File: src/hw/rtl/seg4_pkg.sv
// package for the four-digit seven-segment driver
// shared types, op and register codes, glyph lookup; no dependencies
package seg4_pkg;

    localparam int DIGIT_COUNT = 4;

    typedef logic [DIGIT_COUNT-1:0][3:0] t_digits;
    typedef logic [DIGIT_COUNT-1:0][7:0] t_patterns;

    typedef logic [1:0] t_op;
    localparam t_op OP_LOAD_DEC = 2'd0;
    localparam t_op OP_LOAD_HEX = 2'd1;
    localparam t_op OP_TICK     = 2'd2;

    typedef logic [1:0] t_cfg_idx;
    localparam t_cfg_idx CFG_GLYPH_LOW  = 2'd0;
    localparam t_cfg_idx CFG_GLYPH_HIGH = 2'd1;
    localparam t_cfg_idx CFG_POINT_MASK = 2'd2;

    localparam logic [7:0]  PAT_BLANK       = 8'hFF;
    localparam logic [7:0]  POINT_MASK_RST  = 8'hEF;
    localparam logic [13:0] DEC_MAX         = 14'd9999;

    // glyph for one hex digit out of the two 64-bit table registers
    function automatic logic [7:0] glyph(input logic [63:0] tbl_low,
                                         input logic [63:0] tbl_high,
                                         input logic [3:0]  d);
        logic [63:0] tbl;
        tbl = d[3] ? tbl_high : tbl_low;
        return tbl[{d[2:0], 3'b000} +: 8];
    endfunction

endpackage

File: src/hw/rtl/seg4_split.sv
// digit split: decimal (saturating, reciprocal multiply) or hex nibbles
// depends on seg4_pkg
module seg4_split (
    input  logic [15:0]       i_value,
    input  logic              i_hex,
    output seg4_pkg::t_digits o_digits
);

    logic [13:0] w_dec;
    logic [27:0] w_prod_k;   // v * 8389  >> 23 = v / 1000
    logic [26:0] w_prod_h;   // v * 5243  >> 19 = v / 100
    logic [29:0] w_prod_t;   // v * 52429 >> 19 = v / 10
    logic [3:0]  w_thou;
    logic [6:0]  w_hund;
    logic [9:0]  w_tens;
    logic [6:0]  w_d2;
    logic [9:0]  w_d1;
    logic [13:0] w_d0;

    assign w_dec = (i_value > 16'(seg4_pkg::DEC_MAX)) ? seg4_pkg::DEC_MAX : i_value[13:0];

    assign w_prod_k = 28'(w_dec) * 28'd8389;
    assign w_prod_h = 27'(w_dec) * 27'd5243;
    assign w_prod_t = 30'(w_dec) * 30'd52429;

    assign w_thou = w_prod_k[26:23];
    assign w_hund = w_prod_h[25:19];
    assign w_tens = w_prod_t[28:19];

    // remainders by times-ten via shift and add
    assign w_d2 = w_hund - ({w_thou, 3'b000} + {2'b00, w_thou, 1'b0});
    assign w_d1 = w_tens - ({w_hund, 3'b000} + {2'b00, w_hund, 1'b0});
    assign w_d0 = w_dec  - ({1'b0, w_tens, 3'b000} + {3'b000, w_tens, 1'b0});

    always_comb begin
        if (i_hex) begin
            o_digits = i_value;
        end else begin
            o_digits[3] = w_thou;
            o_digits[2] = w_d2[3:0];
            o_digits[1] = w_d1[3:0];
            o_digits[0] = w_d0[3:0];
        end
    end

endmodule

File: src/hw/rtl/seg4_encode.sv
// glyph lookup, leading-zero blanking and decimal point per digit
// depends on seg4_pkg
module seg4_encode (
    input  seg4_pkg::t_digits   i_digits,
    input  logic [2:0]          i_point_pos,
    input  logic                i_units_always,
    input  logic [63:0]         i_glyph_low,
    input  logic [63:0]         i_glyph_high,
    input  logic [7:0]          i_point_mask,
    output seg4_pkg::t_patterns o_patterns
);

    always_comb begin
        logic       higher_on;
        logic       at_point;
        logic       on;
        logic [7:0] pat;
        higher_on = 1'b0;
        o_patterns = '{default: seg4_pkg::PAT_BLANK};
        for (int i = seg4_pkg::DIGIT_COUNT - 1; i >= 0; i--) begin
            at_point = (i_point_pos == 3'(i));
            on = (i_digits[i] != 4'd0) || higher_on || at_point
                 || ((i == 0) && i_units_always);
            pat = on ? seg4_pkg::glyph(i_glyph_low, i_glyph_high, i_digits[i])
                     : seg4_pkg::PAT_BLANK;
            if (on && at_point) begin
                pat = pat & i_point_mask;
            end
            o_patterns[i] = pat;
            higher_on = on;
        end
    end

endmodule

File: src/hw/rtl/seven_segment_four_digit_driver.sv
// top level of the four-digit multiplexed seven-segment driver
// depends on seg4_pkg, seg4_split, seg4_encode
//
//  channel  | direction | handshake                 | payload
//  ---------+-----------+---------------------------+-----------------------------
//  in       | sink      | i_in_valid / o_in_ready   | i_op, i_value, i_point_pos
//  out      | source    | o_out_valid / i_out_ready | o_digit_select, o_segments
//  cfg      | sink      | i_cfg_valid / o_cfg_ready | i_cfg_index, i_cfg_data
//
// one beat a cycle while no tick is held: a beat lands in the input register, and the
// combinational split and glyph logic after it either writes the four digit registers
// (load) or fills the output register (tick)
// synchronous active-low reset blanks all digits, zeroes the scan index and tables
// a tick waits in the input register only while the output register is full and
// stalled; loads and ignored codes never wait
module seven_segment_four_digit_driver (
    input  logic        i_clk,
    input  logic        i_rst_n,
    // item channel
    input  logic        i_in_valid,
    output logic        o_in_ready,
    input  logic [1:0]  i_op,
    input  logic [15:0] i_value,
    input  logic [2:0]  i_point_pos,
    // result channel
    output logic        o_out_valid,
    input  logic        i_out_ready,
    output logic [3:0]  o_digit_select,
    output logic [7:0]  o_segments,
    // configuration channel
    input  logic        i_cfg_valid,
    output logic        o_cfg_ready,
    input  logic [1:0]  i_cfg_index,
    input  logic [63:0] i_cfg_data
);

    // configuration registers
    logic [63:0] r_glyph_low;
    logic [63:0] r_glyph_high;
    logic [7:0]  r_point_mask;

    // input register
    logic              r_in_valid;
    seg4_pkg::t_op     r_op;
    logic [15:0]       r_value;
    logic [2:0]        r_point_pos;

    // display state
    seg4_pkg::t_patterns r_digit_pat;
    logic [1:0]          r_scan_idx;

    // output register
    logic        r_out_valid;
    logic [3:0]  r_digit_select;
    logic [7:0]  r_segments;

    logic                w_out_free;
    logic                w_advance;
    logic                w_is_load;
    seg4_pkg::t_digits   w_digits;
    seg4_pkg::t_patterns w_patterns;

    // the output register is free when empty or being drained this cycle
    assign w_out_free = !r_out_valid || i_out_ready;
    assign w_advance  = r_in_valid && ((r_op != seg4_pkg::OP_TICK) || w_out_free);
    assign w_is_load  = (r_op == seg4_pkg::OP_LOAD_DEC) || (r_op == seg4_pkg::OP_LOAD_HEX);

    assign o_in_ready  = !r_in_valid || w_advance;
    assign o_cfg_ready = 1'b1;

    // configuration writes, out-of-range index ignored
    always_ff @(posedge i_clk) begin
        if (!i_rst_n) begin
            r_glyph_low  <= '0;
            r_glyph_high <= '0;
            r_point_mask <= seg4_pkg::POINT_MASK_RST;
        end else if (i_cfg_valid) begin
            unique case (i_cfg_index)
                seg4_pkg::CFG_GLYPH_LOW:  r_glyph_low  <= i_cfg_data;
                seg4_pkg::CFG_GLYPH_HIGH: r_glyph_high <= i_cfg_data;
                seg4_pkg::CFG_POINT_MASK: r_point_mask <= i_cfg_data[7:0];
                default: ;
            endcase
        end
    end

    // input register
    always_ff @(posedge i_clk) begin
        if (!i_rst_n) begin
            r_in_valid <= 1'b0;
        end else if (o_in_ready) begin
            r_in_valid <= i_in_valid;
        end
    end

    always_ff @(posedge i_clk) begin
        if (o_in_ready && i_in_valid) begin
            r_op        <= i_op;
            r_value     <= i_value;
            r_point_pos <= i_point_pos;
        end
    end

    // digit split and pattern generation
    seg4_split u_split (
        .i_value  (r_value),
        .i_hex    (r_op == seg4_pkg::OP_LOAD_HEX),
        .o_digits (w_digits)
    );

    seg4_encode u_encode (
        .i_digits       (w_digits),
        .i_point_pos    (r_point_pos),
        .i_units_always (r_op == seg4_pkg::OP_LOAD_DEC),
        .i_glyph_low    (r_glyph_low),
        .i_glyph_high   (r_glyph_high),
        .i_point_mask   (r_point_mask),
        .o_patterns     (w_patterns)
    );

    // digit registers and scan index
    always_ff @(posedge i_clk) begin
        if (!i_rst_n) begin
            r_digit_pat <= '{default: seg4_pkg::PAT_BLANK};
            r_scan_idx  <= '0;
        end else if (w_advance) begin
            if (w_is_load) begin
                r_digit_pat <= w_patterns;
            end
            if (r_op == seg4_pkg::OP_TICK) begin
                r_scan_idx <= r_scan_idx + 2'd1;
            end
        end
    end

    // output register, filled by a tick
    always_ff @(posedge i_clk) begin
        if (!i_rst_n) begin
            r_out_valid <= 1'b0;
        end else if (w_advance && (r_op == seg4_pkg::OP_TICK)) begin
            r_out_valid <= 1'b1;
        end else if (i_out_ready) begin
            r_out_valid <= 1'b0;
        end
    end

    always_ff @(posedge i_clk) begin
        if (w_advance && (r_op == seg4_pkg::OP_TICK)) begin
            r_digit_select <= 4'b0001 << r_scan_idx;
            r_segments     <= r_digit_pat[r_scan_idx];
        end
    end

    assign o_out_valid    = r_out_valid;
    assign o_digit_select = r_digit_select;
    assign o_segments     = r_segments;

`ifndef SYNTHESIS
    // a result beat always lights exactly one digit
    a_select_onehot: assert property (@(posedge i_clk) disable iff (!i_rst_n)
        o_out_valid |-> $onehot(o_digit_select))
        else $error("digit select not one-hot");

    // every tick that leaves the input register moves the scan on by one
    a_scan_step: assert property (@(posedge i_clk) disable iff (!i_rst_n)
        (w_advance && (r_op == seg4_pkg::OP_TICK))
        |=> (r_scan_idx == 2'($past(r_scan_idx) + 2'd1)))
        else $error("scan index did not advance on tick");

    // a held tick keeps its beat in the input register
    a_hold_input: assert property (@(posedge i_clk) disable iff (!i_rst_n)
        (r_in_valid && !w_advance) |=> (r_in_valid && $stable(r_op)))
        else $error("stalled input beat lost");
`endif

endmodule

File: config.mk
export PLATFORM = sky130hd
export DESIGN_NAME = seven_segment_four_digit_driver
export DESIGN_NICKNAME = d
export VERILOG_FILES = /design/src/hw/rtl/seg4_pkg.sv /design/src/hw/rtl/seg4_split.sv /design/src/hw/rtl/seg4_encode.sv /design/src/hw/rtl/seven_segment_four_digit_driver.sv
export SDC_FILE = /design/constraint.sdc
export NUM_CORES = 1
export LEC_CHECK = 0
export ABC_AREA = 1
export BUFFER_PORTS_ARGS = -buffer_cell sky130_fd_sc_hd__buf_2
export CAP_MARGIN = 25
export CORE_MARGIN = 1
export CORE_UTILIZATION = 40
export CTS_CLUSTER_SIZE = 14
export DETAILED_ROUTE_END_ITERATION = 6
export SYNTH_ARGS = -nofsm -noshare
export SYNTH_HDL_FRONTEND = slang
export SYNTH_SLANG_ARGS = --single-unit
File: constraint.sdc
create_clock -name i_clk -period 13.6 [get_ports i_clk]
set_input_delay 1.36 -clock i_clk [delete_from_list [all_inputs] [get_ports i_clk]]
set_output_delay 1.36 -clock i_clk [all_outputs]
set_load 0.02 [all_outputs]
==> summary.txt <==
Outcome = finished with violations
Violated checks = design-rule violations
Setup violators final = 0
Top cell by count, worst path = nand2_1
Number of synthesized flops with an enable pin = 33
Final min period = 9.663 ns
Vias in the first global route = 20340
Max FO, Critical Path = 65
Rows = 85
Area Overhead vs Synth = 8.614%
Setup skew after layout = 0.01393 ns
RSZ-0062 raised after global routing = false
TritonCTS clock tree = done
Reg2Reg Setup Slack = 3.94 ns
Sink Count = 205
Crit-path slowest cell = nor2_1
Synth warn = 0
Most frequent cells in the layout = nand2_1 (638), nand3_1 (526), inv_1 (507)
Setup TNS = 0 ns
Die area = 55590 um2
Most common cell after layout, fill and taps aside = nand2_1
CP max stage delay = 0.74 ns
Register area share after synthesis = 20.29%
Nets = 3652
Min-Delay Startpoint = r_digit_pat[15]
Worst Path Required = 14.10 ns
Worst r2r dst = r_digit_pat[1]
Least-Margin Pin Slew = 0.9780 ns
Yosys cell types = 52
Total gr overflow = 0
CTS Buffer Depth = 3
Worst EP arrival = 10.17 ns
H-Tree Level Count = 1
Startpoint type of the worst setup path = flip-flop
Final period utilization = 71.05%
Setup Crit Path Kind = reg2reg
Crit. Startpoint = r_value[11]
I/O Buffers = 105
WL/cell = 20.16 um
Antenna-violating nets left = 0
Post-synthesis cell count = 3234
Ys flop type = dfxtp_1
Mean Syn Cell Area = 6.759 um2
Largest net degree at the start of global routing = 94
Total detailed-routing wirelength = 79.61 mm
FF+latch count, synth = 205
Netlist area before placement = 21860 um2
Post-synthesis mux area share = 0%
Fmax = 0.1035 GHz
Layout cells sized above 1 = 7.316%
CTS buffer count = 26
R2R cell count = 40
Post-CTS sizing = 0
Post-synthesis simple-gate area fraction = 29.37%
Synth Area in Adders = 22.73%
Starting Density = 40.54%
Core Area = 53920 um2
First-pass GRT wire length = 123.8 mm
Final Hold Fails = 0
Worst Setup End Kind = flip-flop
Fraction of registers with async set/reset = 0%
Die width = 235.8 um
Die H = 235.8 um
Hold Buf Count CTS = 0
Max_cap viols = 0
I/O Pins = 107
# DRC = 2
Final slew viol count = 0
1st-iter DRT viols = 2839
Initial antenna violation count = 1
Total Routing Usage GR = 28.44%
Pre-antenna DRT Iters = 7
Relative slew margins = 34.79%
GP Congestion = 1.024
Post-CTS Setup Bufs = 0
Routed vias = 22190
Min-delay worst type = reg2reg
Antenna diodes = 0
Root buf cell = clkbuf_16
Clk slew on worst S/H paths = 0.06 ns
CP endpoint = r_digit_pat[1]
Largest family of logic cells by synthesized area = simple AND/OR/NAND/NOR gates
Min-Delay Path Depth = 2
Post-Synth XOR/XNOR Area = 1.202%
Worst-skew pair later-pin latency = 0.56 ns
Post-synthesis compound-gate area fraction = 13.89%
HPWL Detailed = 61.91 mm
R2R Path Start = r_value[11]
Via density = 5.619
[kinds of logic after synthesis]
group / Yosys count
buf+inv: 690
flops: 205
other cells: 2
xor+xnor: 30
fa+ha+maj: 327
compound gates: 558
simple gates: 1422
[area by class of cell]
type | instances | area [um2]
Timing Repair Buffer | 136 | 865.8
Clock inverter | 19 | 166.4
Fill cell | 5678 | 30180
Tap cell | 696 | 870.8
Inverter | 523 | 1976
Clock buffer | 29 | 693.2
Multi-Input combinational cell | 2341 | 14740
Sequential cell | 205 | 4434
[layer usage]
metal / track usage (%) / vias up / share of wire (%)
met5: 0 / - / 0.016
met4: 6.140 / 2 / 2.3
met3: 6.881 / 111 / 11
met2: 39.12 / 1128 / 39
met1: 43.90 / 10270 / 48
li1: - / 10680 / -
[worst min-delay path by stage]
stage / endpoint / slack (ns)
floorplan: r_digit_pat[17] / 0.44
global placement: r_digit_pat[27] / 0.45
detailed placement: r_digit_pat[16] / 0.46
CTS: r_digit_pat[15] / 0.47
global route: r_digit_pat[16] / 0.50
finish: r_digit_pat[15] / 0.47
[state kept, by name, summed over array words and instances, names as in the netlist]
name	cells
r_scan_idx	2
r_in_valid	1
o_segments	8
r_glyph_high	64
o_out_valid	1
r_glyph_low	64
r_point_mask	8
r_point_pos	3
r_value	16
r_digit_pat	32
o_digit_select	4
r_op	2
[metrics by stage]
stage	cells	cell area [um2]	hold slack (ns)	util, %	worst slack (ns)
finish	3949	23740	0.4733	44.03	3.937
global route	3949	23740	0.4981	44.03	3.355
CTS	3949	23740	0.4719	44.03	4.118
detailed placement	3901	22880	0.4564	42.44	4.149
global placement	3894	22730	0.4532	42.15	3.874
floorplan	3236	21870	0.4408	-	6.576
[synthesized netlist by cell type (49+ instances only)]
| library cell | number | area [um2] |
|---|---|---|
| nand4_1 | 78 | 488.0 |
| ha_1 | 210 | 2628 |
| o21ai_0 | 185 | 925.9 |
| a21oi_1 | 273 | 1366 |
| o211ai_1 | 49 | 367.9 |
| nand2_1 | 643 | 2414 |
| inv_1 | 509 | 1911 |
| nor2_1 | 117 | 439.2 |
| fa_1 | 117 | 2342 |
| clkbuf_1 | 98 | 367.9 |
| dfxtp_1 | 172 | 3443 |
| nand3_1 | 527 | 2638 |
[worst max-delay path: cells and delay by family, from the launching register on]
family	cells	cell delay [ns]
AOI/OAI and AO/OA	1	0.28
buffers and inverters	7	1.33
and+or+nand+nor	21	3.58
xor gates and xnor gates	4	1.04
adders and majority gates	7	2.74
DFF	1	0.55
Power is left out: the tool's default activity adds up to more than one toggle a clock period on the data nets, which glitch-free logic cannot reach.
